File: src/rtl/lead_lag_load_sharing_macros.svh
// Assertion macros shared by the lead/lag load sharing RTL.
`ifndef LEAD_LAG_LOAD_SHARING_MACROS_SVH
`define LEAD_LAG_LOAD_SHARING_MACROS_SVH
// Implication checked on every rising clock edge outside reset.
`define LLS_ASSERT_IMP(lbl, clk, rst_n, ante, cons, msg) \
    lbl: assert property (@(posedge clk) disable iff (!rst_n) (ante) |-> (cons)) \
        else $error(msg);
// Next-cycle implication checked outside reset.
`define LLS_ASSERT_NXT(lbl, clk, rst_n, ante, cons, msg) \
    lbl: assert property (@(posedge clk) disable iff (!rst_n) (ante) |=> (cons)) \
        else $error(msg);
`endif

File: src/rtl/lls_pkg.sv
// Package with shared types and constants for the lead/lag load sharing block.
package lls_pkg;
    localparam int unsigned MEMBERS_DEF = 4;
    localparam int unsigned PCT = 100;
    // Width of the divider dividend, and so the number of restoring steps.
    localparam int unsigned DIV_W = 49;

    typedef enum logic [1:0] {
        OP_TICK   = 2'd0,
        OP_DEMAND = 2'd1,
        OP_ROTATE = 2'd2,
        OP_NONE   = 2'd3
    } t_op;

    typedef enum logic [2:0] {
        CFG_COUNT    = 3'd0,
        CFG_WEAR     = 3'd1,
        CFG_INTERVAL = 3'd2,
        CFG_ENABLE   = 3'd3,
        CFG_CAP0     = 3'd4,
        CFG_CAP1     = 3'd5,
        CFG_CAP2     = 3'd6,
        CFG_CAP3     = 3'd7
    } t_cfg_idx;

    // Commands from the controller to the datapath.
    typedef struct packed {
        logic load_in;      // capture the input beat
        logic set_demand;
        logic timer_add;    // advance since_rotation and refresh availability
        logic rot_start;    // clear the rotation scan
        logic rot_step;     // visit one member for rotation
        logic rot_commit;   // apply the rotation result
        logic run_add;      // add elapsed time to one runtime
        logic sum_start;
        logic sum_step;     // accumulate one capacity
        logic sh_start;     // begin sharing pass
        logic sh_mul;       // form cap * demand
        logic div_start;    // start a division
        logic div_step;     // one restoring division step
        logic sh_share;     // take quotient as share
        logic sh_duty_mul;  // form share * 100
        logic sh_emit;      // load result register
        logic sh_skip;      // advance cursor past an unavailable member
        logic [1:0] idx;    // member index for per-member steps
    } t_cmd;

    // Status from the datapath.
    typedef struct packed {
        t_op  op;
        logic enabled;
        logic rot_due;
        logic n_zero;
        logic total_zero;
        logic remaining_zero;
        logic cur_avail;
    } t_sts;
endpackage

File: src/rtl/lls_ctrl.sv
// Controller state machine sequencing each operation over the datapath.
module lls_ctrl #(
    parameter int unsigned MEMBERS = lls_pkg::MEMBERS_DEF
) (
    input  logic          i_clk,
    input  logic          i_rst_n,
    input  logic          i_in_valid,
    output logic          o_in_ready,
    input  logic          i_res_free,
    input  logic [2:0]    i_n,
    input  lls_pkg::t_sts i_sts,
    output lls_pkg::t_cmd o_cmd
);
    localparam int unsigned DW = lls_pkg::DIV_W; // division steps over the dividend

    typedef enum logic [3:0] {
        S_IDLE, S_DEC, S_ROT, S_RUN, S_SUM, S_SHCHK, S_MUL, S_DIV, S_SHARE,
        S_DMUL, S_DDIV, S_EMIT, S_WAIT
    } t_state;

    t_state r_state, n_state;
    logic [1:0] r_idx, n_idx;
    logic [2:0] r_vis, n_vis;
    logic [5:0] r_cnt, n_cnt;
    logic [2:0] w_n;

    assign w_n = (i_n > 3'(MEMBERS)) ? 3'(MEMBERS) : i_n;
    assign o_in_ready = (r_state == S_IDLE);

    // Next state and commands.
    always_comb begin
        n_state = r_state;
        n_idx = r_idx;
        n_vis = r_vis;
        n_cnt = r_cnt;
        o_cmd = '0;
        o_cmd.idx = r_idx;
        case (r_state)
            S_IDLE: begin
                if (i_in_valid) begin
                    o_cmd.load_in = 1'b1;
                    n_state = S_DEC;
                end
            end
            S_DEC: begin
                n_idx = 2'd0;
                n_vis = 3'd0;
                o_cmd.rot_start = 1'b1;
                case (i_sts.op)
                    lls_pkg::OP_DEMAND: begin
                        o_cmd.set_demand = 1'b1;
                        n_state = S_IDLE;
                    end
                    lls_pkg::OP_ROTATE: n_state = i_sts.n_zero ? S_IDLE : S_ROT;
                    lls_pkg::OP_TICK: begin
                        o_cmd.timer_add = 1'b1;
                        if (!i_sts.enabled) n_state = S_IDLE;
                        else if (i_sts.rot_due && !i_sts.n_zero) n_state = S_ROT;
                        else n_state = i_sts.n_zero ? S_IDLE : S_RUN;
                    end
                    default: n_state = S_IDLE;
                endcase
            end
            // Visit every member in use, then apply the pick in the cycle after the last visit.
            S_ROT: begin
                if (r_vis < w_n) begin
                    o_cmd.rot_step = 1'b1;
                    o_cmd.idx = r_vis[1:0];
                    n_vis = r_vis + 3'd1;
                end else begin
                    o_cmd.rot_commit = 1'b1;
                    n_idx = 2'd0;
                    n_state = (i_sts.op == lls_pkg::OP_TICK) ? S_RUN : S_IDLE;
                end
            end
            S_RUN: begin
                o_cmd.run_add = 1'b1;
                o_cmd.sum_start = (r_idx == 2'd0);
                if ({1'b0, r_idx} + 3'd1 >= w_n) begin
                    n_idx = 2'd0;
                    n_state = S_SUM;
                end else begin
                    n_idx = r_idx + 2'd1;
                end
            end
            S_SUM: begin
                o_cmd.sum_step = 1'b1;
                if ({1'b0, r_idx} + 3'd1 >= w_n) begin
                    n_state = S_SHCHK;
                    n_vis = 3'd0;
                    o_cmd.sh_start = 1'b1;
                end else begin
                    n_idx = r_idx + 2'd1;
                end
            end
            S_SHCHK: begin
                if (i_sts.total_zero || i_sts.remaining_zero || r_vis >= w_n) begin
                    n_state = S_IDLE;
                end else if (!i_sts.cur_avail) begin
                    o_cmd.sh_skip = 1'b1;
                    n_vis = r_vis + 3'd1;
                end else begin
                    n_state = S_MUL;
                end
            end
            S_MUL: begin
                o_cmd.sh_mul = 1'b1;
                n_state = S_DIV;
                n_cnt = 6'd0;
            end
            S_DIV: begin
                o_cmd.div_start = (r_cnt == 6'd0);
                o_cmd.div_step = (r_cnt != 6'd0);
                n_cnt = r_cnt + 6'd1;
                if (r_cnt == 6'(DW)) n_state = S_SHARE;
            end
            S_SHARE: begin
                o_cmd.sh_share = 1'b1;
                n_state = S_DMUL;
            end
            S_DMUL: begin
                o_cmd.sh_duty_mul = 1'b1;
                n_cnt = 6'd0;
                n_state = S_DDIV;
            end
            S_DDIV: begin
                o_cmd.div_start = (r_cnt == 6'd0);
                o_cmd.div_step = (r_cnt != 6'd0);
                n_cnt = r_cnt + 6'd1;
                if (r_cnt == 6'(DW)) n_state = S_WAIT;
            end
            S_WAIT: begin
                if (i_res_free) n_state = S_EMIT;
            end
            S_EMIT: begin
                o_cmd.sh_emit = 1'b1;
                n_vis = r_vis + 3'd1;
                n_state = S_SHCHK;
            end
            default: n_state = S_IDLE;
        endcase
    end

    // State and counters.
    always_ff @(posedge i_clk) begin
        if (!i_rst_n) begin
            r_state <= S_IDLE;
            r_idx <= 2'd0;
            r_vis <= 3'd0;
            r_cnt <= 6'd0;
        end else begin
            r_state <= n_state;
            r_idx <= n_idx;
            r_vis <= n_vis;
            r_cnt <= n_cnt;
        end
    end
endmodule

File: src/rtl/lls_dp.sv
// Datapath: state registers, timer, rotation scan, runtimes, shared divider and result.
`include "lead_lag_load_sharing_macros.svh"
module lls_dp #(
    parameter int unsigned MEMBERS = lls_pkg::MEMBERS_DEF
) (
    input  logic          i_clk,
    input  logic          i_rst_n,
    input  logic [1:0]    i_operation,
    input  logic [15:0]   i_elapsed_ms,
    input  logic [3:0]    i_available_mask,
    input  logic [15:0]   i_demand_value,
    input  logic          i_cfg_we,
    input  logic [2:0]    i_cfg_idx,
    input  logic [31:0]   i_cfg_data,
    input  lls_pkg::t_cmd i_cmd,
    input  logic          i_out_ready,
    output logic [2:0]    o_n,
    output lls_pkg::t_sts o_sts,
    output logic          o_res_free,
    output logic          o_out_valid,
    output logic [1:0]    o_member_index,
    output logic          o_drive_on,
    output logic [6:0]    o_duty_percent,
    output logic [15:0]   o_member_load,
    output logic [1:0]    o_lead_index,
    output logic          o_last_result
);
    localparam logic [39:0] RT_MAX = '1;
    localparam int unsigned QW = lls_pkg::DIV_W;

    // Configuration.
    logic [2:0] r_count;
    logic r_wear, r_en;
    logic [31:0] r_interval;
    logic [15:0] r_cap [4];
    // State.
    logic [1:0] r_lead;
    logic [31:0] r_since;
    logic [15:0] r_demand;
    logic [39:0] r_rt [4];
    logic [15:0] r_load [4];
    logic [3:0] r_avail;
    // Captured beat.
    logic [1:0] r_op;
    logic [15:0] r_el, r_dv;
    logic [3:0] r_mask;
    // Rotation scan.
    logic r_found;
    logic [1:0] r_best;
    logic [39:0] r_low;
    // Sharing.
    logic [17:0] r_total;
    logic [15:0] r_rem;
    logic [1:0] r_cur;
    logic [48:0] r_num;
    logic [48:0] r_q;
    logic [17:0] r_div;
    logic [17:0] r_r;
    logic [15:0] r_share;
    // Result register.
    logic r_ov;
    logic [1:0] r_mi, r_li;
    logic r_on, r_last;
    logic [6:0] r_duty;
    logic [15:0] r_ml;

    logic [2:0] w_n;
    logic [1:0] w_lead_eff;
    logic [32:0] w_since_sum;
    logic [40:0] w_rt_sum;
    logic [1:0] w_rr;
    logic [18:0] w_trial;
    logic [15:0] w_cap_cur;
    logic [1:0] w_next;
    logic [15:0] w_sh_cl;
    logic w_more;

    assign w_n = (r_count > 3'(MEMBERS)) ? 3'(MEMBERS) : r_count;
    assign o_n = r_count;
    assign w_lead_eff = ({1'b0, r_lead} < w_n) ? r_lead : 2'd0;
    assign w_since_sum = {1'b0, r_since} + {17'd0, r_el};
    assign w_rt_sum = {1'b0, r_rt[i_cmd.idx]} + {25'd0, r_el};
    assign w_cap_cur = r_cap[r_cur];
    assign w_next = ({1'b0, r_cur} + 3'd1 >= w_n) ? 2'd0 : r_cur + 2'd1;
    assign w_trial = {r_r, r_q[QW-1]} - {1'b0, r_div};

    // Round-robin pick: first available member after the lead, cyclic within count.
    always_comb begin
        logic [1:0] c;
        logic hit;
        w_rr = w_lead_eff;
        hit = 1'b0;
        c = w_lead_eff;
        for (int k = 0; k < 3; k++) begin
            c = ({1'b0, c} + 3'd1 >= w_n) ? 2'd0 : c + 2'd1;
            if (!hit && (k + 1 < int'(w_n)) && r_avail[c]) begin
                hit = 1'b1;
                w_rr = c;
            end
        end
    end

    // Another available member lies ahead of the cursor before the walk returns to
    // its starting member.
    always_comb begin
        logic [1:0] p;
        logic stop;
        w_more = 1'b0;
        stop = 1'b0;
        p = r_cur;
        for (int k = 0; k < 3; k++) begin
            p = ({1'b0, p} + 3'd1 >= w_n) ? 2'd0 : p + 2'd1;
            if (p == w_lead_eff) stop = 1'b1;
            if (!stop && r_avail[p]) w_more = 1'b1;
        end
    end

    assign w_sh_cl = (r_q[48:16] != '0 || r_q[15:0] > w_cap_cur) ? w_cap_cur : r_q[15:0];

    // Status back to the controller.
    always_comb begin
        o_sts.op = lls_pkg::t_op'(r_op);
        o_sts.enabled = r_en;
        o_sts.rot_due = (r_interval != 32'd0) &&
            ((w_since_sum[32] ? 32'hFFFF_FFFF : w_since_sum[31:0]) >= r_interval);
        o_sts.n_zero = (w_n == 3'd0);
        o_sts.total_zero = (r_total == 18'd0) || (r_avail & ~(4'hF << w_n)) == 4'd0;
        o_sts.remaining_zero = (r_rem == 16'd0);
        o_sts.cur_avail = r_avail[r_cur];
    end

    assign o_res_free = !r_ov || i_out_ready;

    // Configuration registers.
    always_ff @(posedge i_clk) begin
        if (!i_rst_n) begin
            r_count <= 3'd4;
            r_wear <= 1'b0;
            r_interval <= 32'd0;
            r_en <= 1'b1;
            for (int m = 0; m < 4; m++) r_cap[m] <= 16'd0;
        end else if (i_cfg_we) begin
            case (lls_pkg::t_cfg_idx'(i_cfg_idx))
                lls_pkg::CFG_COUNT:    r_count <= i_cfg_data[2:0];
                lls_pkg::CFG_WEAR:     r_wear <= i_cfg_data[0];
                lls_pkg::CFG_INTERVAL: r_interval <= i_cfg_data;
                lls_pkg::CFG_ENABLE:   r_en <= i_cfg_data[0];
                default:               r_cap[i_cfg_idx[1:0]] <= i_cfg_data[15:0];
            endcase
        end
    end

    // Beat capture and working registers without reset.
    always_ff @(posedge i_clk) begin
        if (i_cmd.load_in) begin
            r_op <= i_operation;
            r_el <= i_elapsed_ms;
            r_mask <= i_available_mask;
            r_dv <= i_demand_value;
        end
        if (i_cmd.rot_start) begin
            r_found <= 1'b0;
            r_best <= 2'd0;
            r_low <= 40'd0;
        end
        if (i_cmd.rot_step && r_avail[i_cmd.idx] && (!r_found || r_rt[i_cmd.idx] < r_low)) begin
            r_found <= 1'b1;
            r_low <= r_rt[i_cmd.idx];
            r_best <= i_cmd.idx;
        end
        if (i_cmd.sum_start) r_total <= 18'd0;
        if (i_cmd.sum_step && r_avail[i_cmd.idx])
            r_total <= r_total + {2'd0, r_cap[i_cmd.idx]};
        if (i_cmd.sh_start) begin
            r_rem <= r_demand;
            r_cur <= w_lead_eff;
        end
        if (i_cmd.sh_skip || i_cmd.sh_emit) r_cur <= w_next;
        if (i_cmd.sh_mul) begin
            r_num <= {17'd0, 32'(w_cap_cur) * 32'(r_demand)};
            r_div <= r_total;
        end
        if (i_cmd.sh_duty_mul) begin
            r_num <= {26'd0, 23'(r_share) * 23'(lls_pkg::PCT)};
            r_div <= {2'd0, w_cap_cur == 16'd0 ? 16'd1 : w_cap_cur};
        end
        if (i_cmd.div_start) begin
            r_q <= r_num;
            r_r <= 18'd0;
        end
        if (i_cmd.div_step) begin
            if (!w_trial[18]) begin
                r_r <= w_trial[17:0];
                r_q <= {r_q[QW-2:0], 1'b1};
            end else begin
                r_r <= {r_r[16:0], r_q[QW-1]};
                r_q <= {r_q[QW-2:0], 1'b0};
            end
        end
        if (i_cmd.sh_share) begin
            r_share <= w_sh_cl;
            r_rem <= (w_sh_cl >= r_rem) ? 16'd0 : r_rem - w_sh_cl;
        end
    end

    // Group state.
    always_ff @(posedge i_clk) begin
        if (!i_rst_n) begin
            r_lead <= 2'd0;
            r_since <= 32'd0;
            r_demand <= 16'd0;
            r_avail <= 4'd0;
            for (int m = 0; m < 4; m++) begin
                r_rt[m] <= 40'd0;
                r_load[m] <= 16'd0;
            end
        end else begin
            if (i_cmd.set_demand) r_demand <= r_dv;
            if (i_cmd.timer_add) begin
                r_since <= w_since_sum[32] ? 32'hFFFF_FFFF : w_since_sum[31:0];
                if (r_en) r_avail <= r_mask;
            end
            if (i_cmd.rot_commit) begin
                if (r_wear) begin
                    if (r_found && r_best != r_lead) begin
                        r_lead <= r_best;
                        r_since <= 32'd0;
                    end
                end else begin
                    r_lead <= w_rr;
                    r_since <= 32'd0;
                end
            end
            if (i_cmd.run_add && r_load[i_cmd.idx] != 16'd0)
                r_rt[i_cmd.idx] <= w_rt_sum[40] ? RT_MAX : w_rt_sum[39:0];
            if (i_cmd.sh_share) r_load[r_cur] <= w_sh_cl;
        end
    end

    // Result register.
    always_ff @(posedge i_clk) begin
        if (!i_rst_n) begin
            r_ov <= 1'b0;
        end else if (i_cmd.sh_emit) begin
            r_ov <= 1'b1;
        end else if (i_out_ready) begin
            r_ov <= 1'b0;
        end
    end

    // The beat is the last of its tick once the demand is met or no member is left.
    always_ff @(posedge i_clk) begin
        if (i_cmd.sh_emit) begin
            r_mi <= r_cur;
            r_on <= (r_share != 16'd0);
            r_duty <= (w_cap_cur == 16'd0) ? 7'd0 : r_q[6:0];
            r_ml <= r_share;
            r_li <= r_lead;
            r_last <= (r_rem == 16'd0) || !w_more;
        end
    end

    assign o_out_valid = r_ov;
    assign o_member_index = r_mi;
    assign o_drive_on = r_on;
    assign o_duty_percent = r_duty;
    assign o_member_load = r_ml;
    assign o_lead_index = r_li;
    assign o_last_result = r_last;

    `LLS_ASSERT_IMP(a_emit_free, i_clk, i_rst_n, i_cmd.sh_emit, (!r_ov || i_out_ready),
        "result overwritten while still pending")
    `LLS_ASSERT_NXT(a_share_cap, i_clk, i_rst_n, i_cmd.sh_share, (r_share <= r_cap[r_cur]),
        "share exceeds member capacity")
    `LLS_ASSERT_IMP(a_duty_range, i_clk, i_rst_n, r_ov, (r_duty <= 7'd100),
        "duty above one hundred percent")
endmodule

File: src/rtl/lead_lag_load_sharing.sv
// Top level of the lead/lag load sharing block.
//  channel | direction | handshake              | payload
//  input   | in        | i_in_valid/o_in_ready  | operation, elapsed, mask, demand
//  result  | out       | o_out_valid/i_out_ready| member, drive, duty, load, lead, last
//  config  | in        | i_cfg_we               | i_cfg_idx, i_cfg_data
// Set demand and force rotation need no sharing pass. A tick updates the timer and, when
// enabled, rotates when due, adds runtimes, sums capacities and serves available members
// until the demand is met, with the 49-step shared restoring divider forming share and duty.
// Reset is synchronous and clears configuration, group state and result valid only.
// A stalled result holds the datapath before the next member is emitted.
module lead_lag_load_sharing #(
    parameter int unsigned MEMBERS = lls_pkg::MEMBERS_DEF
) (
    input  logic        i_clk,
    input  logic        i_rst_n,
    input  logic        i_in_valid,
    output logic        o_in_ready,
    input  logic [1:0]  i_operation,
    input  logic [15:0] i_elapsed_ms,
    input  logic [3:0]  i_available_mask,
    input  logic [15:0] i_demand_value,
    output logic        o_out_valid,
    input  logic        i_out_ready,
    output logic [1:0]  o_member_index,
    output logic        o_drive_on,
    output logic [6:0]  o_duty_percent,
    output logic [15:0] o_member_load,
    output logic [1:0]  o_lead_index,
    output logic        o_last_result,
    input  logic        i_cfg_we,
    input  logic [2:0]  i_cfg_idx,
    input  logic [31:0] i_cfg_data
);
    lls_pkg::t_cmd w_cmd;
    lls_pkg::t_sts w_sts;
    logic [2:0] w_n;
    logic w_free;

    lls_ctrl #(.MEMBERS(MEMBERS)) u_ctrl (
        .i_clk(i_clk), .i_rst_n(i_rst_n), .i_in_valid(i_in_valid), .o_in_ready(o_in_ready),
        .i_res_free(w_free), .i_n(w_n), .i_sts(w_sts), .o_cmd(w_cmd)
    );

    lls_dp #(.MEMBERS(MEMBERS)) u_dp (
        .i_clk(i_clk), .i_rst_n(i_rst_n), .i_operation(i_operation),
        .i_elapsed_ms(i_elapsed_ms), .i_available_mask(i_available_mask),
        .i_demand_value(i_demand_value), .i_cfg_we(i_cfg_we), .i_cfg_idx(i_cfg_idx),
        .i_cfg_data(i_cfg_data), .i_cmd(w_cmd), .i_out_ready(i_out_ready), .o_n(w_n),
        .o_sts(w_sts), .o_res_free(w_free), .o_out_valid(o_out_valid),
        .o_member_index(o_member_index), .o_drive_on(o_drive_on),
        .o_duty_percent(o_duty_percent), .o_member_load(o_member_load),
        .o_lead_index(o_lead_index), .o_last_result(o_last_result)
    );
endmodule
File: config.mk
export PLATFORM = sky130hd
export DESIGN_NAME = lead_lag_load_sharing
export DESIGN_NICKNAME = d
export VERILOG_FILES = /design/src/rtl/lls_pkg.sv /design/src/rtl/lls_ctrl.sv /design/src/rtl/lls_dp.sv /design/src/rtl/lead_lag_load_sharing.sv
export VERILOG_INCLUDE_DIRS = /design/src /design/src/rtl
export SDC_FILE = /design/constraint.sdc
export NUM_CORES = 2
export LEC_CHECK = 0
export ABC_CLOCK_PERIOD_IN_PS = 8500
export BUFFER_PORTS_ARGS = -buffer_cell sky130_fd_sc_hd__buf_2
export CAP_MARGIN = 30
export CORE_MARGIN = 3
export CORE_UTILIZATION = 40
export DETAILED_ROUTE_END_ITERATION = 8
export GPL_TIMING_DRIVEN = 0
export PLACE_DENSITY = 0.56
export SETUP_SLACK_MARGIN = 0.3
export SLEW_MARGIN = 40
export SYNTH_ARGS = -nofsm -noshare
export SYNTH_HDL_FRONTEND = slang
export SYNTH_SLANG_ARGS = --single-unit
File: constraint.sdc
create_clock -name i_clk -period 8.5 [get_ports i_clk]
set_input_delay 1.275 -clock i_clk [delete_from_list [all_inputs] [get_ports i_clk]]
set_output_delay 1.275 -clock i_clk [all_outputs]
set_load 0.05 [all_outputs]
Word level (Yosys, flattened, before mapping) --
Memory sizes are Yosys's and may differ from the RTL's. A register that Yosys moved wholly into a read port is not among the register bits. Index checks and enable logic that the tools add are counted.
Storage, ports and cells: input bits 78, bits in writable memories 288, output and inout port bits 31, register bits after elaboration 386, word-level logic and storage cells 334, memories kept 3
Memory list:
- u_dp.r_rt | depth 4, width 40, rd ports 1, clocked after memory_dff 0, write ports 4, line lls_dp.sv:40 | logic [39:0] r_rt [4];
- u_dp.r_cap | depth 4, width 16, rd ports 2, clocked after memory_dff 1, write ports 4, line lls_dp.sv:35 | logic [15:0] r_cap [4];
- u_dp.r_load | depth 4, width 16, rd ports 1, clocked after memory_dff 0, write ports 4, line lls_dp.sv:41 | logic [15:0] r_load [4];
Operators by class: muxes and demuxes 136, shifts and indexed selects 1, add/subtract/negate cells 21, equality and inequality tests 35, reductions and logical operators 72, bitwise logic cells 2, $lt $le $gt $ge 26, $mul 2
Operators by type and width (number):
- 2-to-1 mux 32 bit | 5
- 2-to-1 mux 40 bit | 4
- 2-to-1 mux 16 bit | 9
- 2-to-1 mux 49 bit | 2
- 2-to-1 mux 18 bit | 5
- 2-to-1 mux 2 bit | 32
- one-hot mux 4 bit (13 select lines) | 1
- 2-to-1 mux 1 bit | 47
- 2-to-1 mux 23 bit | 2
- 2-to-1 mux 4 bit | 11
- adder 40 x 16 -> 41 bit | 1
- less-than comparator 40 bit | 1
- OR reduction 40 bit | 1
- adder 32 x 16 -> 33 bit | 1
- nonzero test 33 bit | 1
- greater-or-equal comparator 32 bit | 1
- zero test 16 bit | 2
- multiplier 16 x 16 -> 32 bit | 1
- nonzero test 16 bit | 2
- nonzero test 32 bit | 1
- OR reduction 16 bit | 2
- greater-or-equal comparator 3 bit | 8
- less-than comparator 2 x 3 -> 1 bit, second input constant | 8
- adder 2 x 1 -> 3 bit, second input constant | 7
- other kinds (55) | 140

Depth between registers and ports, before layout --
depth in word-level cells 20, mapped depth 31, depth with buffers taken out 27

Cells and area by module --
A second synthesis with hierarchy kept.
Second synthesis, totals: cell total of the unflattened synthesis 4387, area, all modules 45733.9 um2
By module, submodules not included:
- lls_dp | sequential area each 18768.0 um2, cells an instance 4206, area an instance 44435.1 um2, times used 1
- lls_ctrl | sequential area each 300.3 um2, cells an instance 181, area an instance 1298.7 um2, times used 1

Worst setup path after synthesis --
No wires, ideal clock.
kind flip-flop to flip-flop, start point register with a tool-made name, end point register u_dp.r_num[30], period minus slack after synthesis 7.918 ns, arrival 7.786 ns, setup time 0.132 ns, stages on the path, launching flop included 24, buffers on the path 3, slack 0.582 ns, data required time 8.368 ns, path through dfxtp_1 > clkbuf_1 > clkbuf_1 > mux4_2 > clkbuf_1 > and2_1 > fa_1 > fa_1 > inv_1 > fa_1 > inv_1 > fa_1 > fa_1 > inv_1 > fa_1 > inv_1 > ha_1 > and3_1 > a221o_1 > o41ai_1 > nor3_1 > a2111oi_0 > mux2i_1 > o211ai_1
RTL lines:
- end signal, assigned | line lls_dp.sv:180 | r_num <= {17'd0, 32'(w_cap_cur) * 32'(r_demand)};
- end signal, assigned | line lls_dp.sv:184 | r_num <= {26'd0, 23'(r_share) * 23'(lls_pkg::PCT)};
- end, declared | line lls_dp.sv:55 | logic [48:0] r_num;

==> impl_metrics.csv <==
group,metric,value,unit
sta,setup_viol,0,
die,dieArea,119700,µm²
yosys,yosys-top-cells-area,"edfxtp_1 36%, ha_1 9.9%, fa_1 9.1%",
global_routing,grt_pass1_vias,34990,
cts,clkSinkCount,676,
power_and_ir_drop,power_density,187.6,nW/µm²
global_routing,grt_pass1_wl,209.5,mm
worst_setup_path,critPathBufInv,7,
global_routing,grt_overflow,0,
die,initial_core_util,0.4037,
yosys,ys_types,88,
sta,post-route-period-util,0.9373,
power_and_ir_drop,p_sw_frac,0.3172,
die,row_count,124,
sta,fin_skew,0.04086,ns
die,coreArea,114500,µm²
power_and_ir_drop,total_power,9.767,mW
worst_setup_path,cpLargestDelayFamily,"adder cells",
worst_setup_path,crit_slowest_cell,"mux4_2",
die,die_h,346.0,µm
power_and_ir_drop,seqPwrFrac,0.403,
cts,cts-buffers-inserted,80,
yosys,postSynth.asyncResetShare,0,
yosys,synth_top_area_share,0.3592,
yosys,netlist_instances,4708,
final_layout,finish.utilization,0.4547,
final_layout,area_growth,12.62,%
drt,drt_iter0_drc,2828,
worst_setup_path,regToRegSetupSlack,0.53,ns
cts,clk_pin_slew_worst_paths,0.06,ns
worst_setup_path,path_max_fanout,10,
outcome,outcome,"completed",
yosys,syn_area_per_cell,9.819,µm²
final_layout,final_cell_mix,"710 x nand2_1, 553 x edfxtp_1, 492 x inv_1",
placed_design,routabilityCongestion,0.8931,
worst_setup_path,startpoint_type,"flip-flop",
worst_setup_path,slowest_delay,0.66,ns
worst_setup_path,crit_path_end_kind,"flip-flop",
sta,tightest_slew,0.8912,ns
drt,route.detailed.drc,0,
final_layout,nFillCells,10990,
sta,rsz0062_at_grt,"yes",
global_routing,track_usage,0.2264,
drt,dr.pass1.iters,5,
yosys,yosysTopAreaCell,"edfxtp_1",
worst_setup_path,critPathArrivalTime,8.49,ns
cts,cts.htree.levels,3,
worst_setup_path,worstSetupPathType,"flip-flop to flip-flop",
drt,num_vias,35340,
yosys,yosysWarnings,0,
sta,drv_slew,0,
die,ios,109,
sta,relSlewSlack,0.4059,
run,drv_cap,0,
placed_design,portBuffers,108,
global_routing,antenna_found_initial,8,
power_and_ir_drop,internal_power,6.669,mW
cts,cts_tree,"done",
drt,ant_nets,0,
placed_design,hpwl,103.5,mm
cts,clockRootBuffer,"clkbuf_16",
final_layout,drive_gt1_frac,0.08395,
drt,via_per_inst,5.424,
yosys,syn_nets,5363,
sta,max_freq,0.1255,GHz
drt,drt_wl_total,137.4,mm
power_and_ir_drop,combPwrFrac,0.238,
cts,clkLatencyLatePin,0.67,ns
drt,wl_per_cell,21.08,µm
hold_path,hp-class,"flip-flop to flip-flop",
power_and_ir_drop,p_switching,3.098,mW
sta,period_needed,7.967,ns
power_and_ir_drop,max-vdd-ir-drop,0.1512,mV
worst_setup_path,path_cells,"clkbuf_4 > clkbuf_8 > mux4_2 > clkbuf_2 > and2_1 > fa_1 > fa_1 > inv_1 > fa_1 > inv_1 > fa_1 > fa_1 > inv_1 > fa_1 > inv_1 > ha_1 > and3_1 > a221o_1 > a21oi_1 > a31oi_2 > o2111a_1 > o31a_1 > or3_1 > a32o_1",
final_layout,nets,5591,
die,die_w,346.0,µm
yosys,synth_edf_count,553,
worst_setup_path,crit_required,9.03,ns
cts,clockBufferDepth,3,
yosys,ys.flop_type,"edfxtp_1",
power_and_ir_drop,clkPwrFrac,0.359,
yosys,ys_ff_latch,676,
final_layout,layout_commonest_cell,"nand2_1",
sta,finalHoldViolCount,0,
yosys,netlist_area,46230,µm²
worst_setup_path,cp_common_cell,"fa_1",
global_routing,grt_max_degree,54,
yosys,ys_seq_area_frac,0.4125,
power_and_ir_drop,power_leakage,21.90,nW
cells by family (layout without fill, tap and decap cells):
group	Yosys count	after routing	synth area share
AO/OA/AOI/OAI	800	800	0.1106
XOR/XNOR	122	122	0.02311
adder cells (fa/ha/maj)	577	577	0.1903
buffers and inverters	702	997	0.05871
flip-flops	676	676	0.4125
multiplexers	136	136	0.03559
other	0	1	0
AND/OR/NAND/NOR	1695	1695	0.1692
synth_stat cells, drive strengths merged, types with 55 or more instances:
master,n
a21boi,64
a21o,73
a21oi,249
and2,173
clkbuf,164
dfxtp,123
edfxtp,553
fa,210
ha,367
inv,498
mux2i,93
nand2,716
nand3,79
nor2,392
nor4,55
o21ai,145
xnor2,72
final cells by class:
| class | instances | area (µm²) | share of cell area |
|---|---|---|---|
| antenna | 1 | 2.502 | 0.00004807 |
| buffer | 202 | 885.9 | 0.01702 |
| clock buffer | 98 | 2091 | 0.04016 |
| clock inverter | 51 | 555.5 | 0.01067 |
| inverter | 500 | 1888 | 0.03627 |
| multi-input combinational | 3330 | 24660 | 0.4737 |
| sequential | 676 | 19070 | 0.3663 |
| tap | 1512 | 1892 | 0.03634 |
| timing repair buffer | 146 | 1018 | 0.01956 |
worst paths after layout:
check | startpoint | end | depth (start not counted)
max | flip-flop | u_dp.r_num[29] | 24
min | u_dp.r_lead[0] | u_dp.o_lead_index[0] | 0
max reg2reg | flip-flop | u_dp.r_num[29] | 24
min reg2reg | u_dp.r_lead[0] | u_dp.o_lead_index[0] | 0
power by group through the flow:
stage | sequential [mW] | clock (mW) | combinational (mW)
after floorplan | 3.94 | 0 | 1.61
after detailed placement | 4.00 | 0 | 2.30
after global routing | 3.95 | 3.70 | 2.61
after global placement | 4.02 | 0 | 2.23
final | 3.93 | 3.51 | 2.33
after CTS | 3.93 | 3.56 | 2.32
routing by layer:
metal | track usage | part of all wire | up-vias
li1 | - | - | 16760
met1 | 0.3089 | 0.44 | 17280
met2 | 0.3712 | 0.47 | 1108
met3 | 0.03409 | 0.065 | 193
met4 | 0.07275 | 0.030 | 6
met5 | 0 | 0.00028 | -
registers in the layout, summed over array words and instances (netlist names), 4 cells and up, named ones only:
register,count
u_dp.r_cap,64
u_dp.o_duty_percent,7
u_dp.r_q,49
u_ctrl.r_state,4
u_dp.r_r,18
u_dp.r_load,64
u_ctrl.r_cnt,6
u_dp.r_avail,4
u_dp.r_total,18
u_dp.r_mask,4
u_dp.r_el,16
u_dp.r_rem,16
u_dp.r_demand,16
u_dp.r_rt,160
u_dp.o_member_load,16
u_dp.r_since,32
u_dp.r_low,40
u_dp.r_dv,16
u_dp.r_share,16
u_dp.r_interval,32
u_dp.r_div,18
u_dp.r_num,32
through the flow:
stage | instances | setup WS (ns) | hold slack [ns] | cell area, µm² | TNS [ns]
finish | 6516 | 0.5328 | 0.4353 | 52060 | 0
global route | 6515 | 0.2305 | 0.4603 | 52060 | 0
CTS | 6503 | 0.2783 | 0.4369 | 51900 | 0
detailed placement | 6347 | -0.8400 | 0.4214 | 49140 | -46.07
global placement | 6328 | -3.278 | 0.4123 | 48660 | -366.06
floorplan | 4708 | 0.5819 | 0.4064 | 46230 | 0
repair_timing:
item,CTS,global route
gates resized for setup,28,21
buffers inserted,7,11
pin swaps,0,1
hold buffers,0,0
endpoints found under the setup margin,233,145
hold endpoints to repair,0,0
No activity file was read; power rests on OpenSTA's default activity.
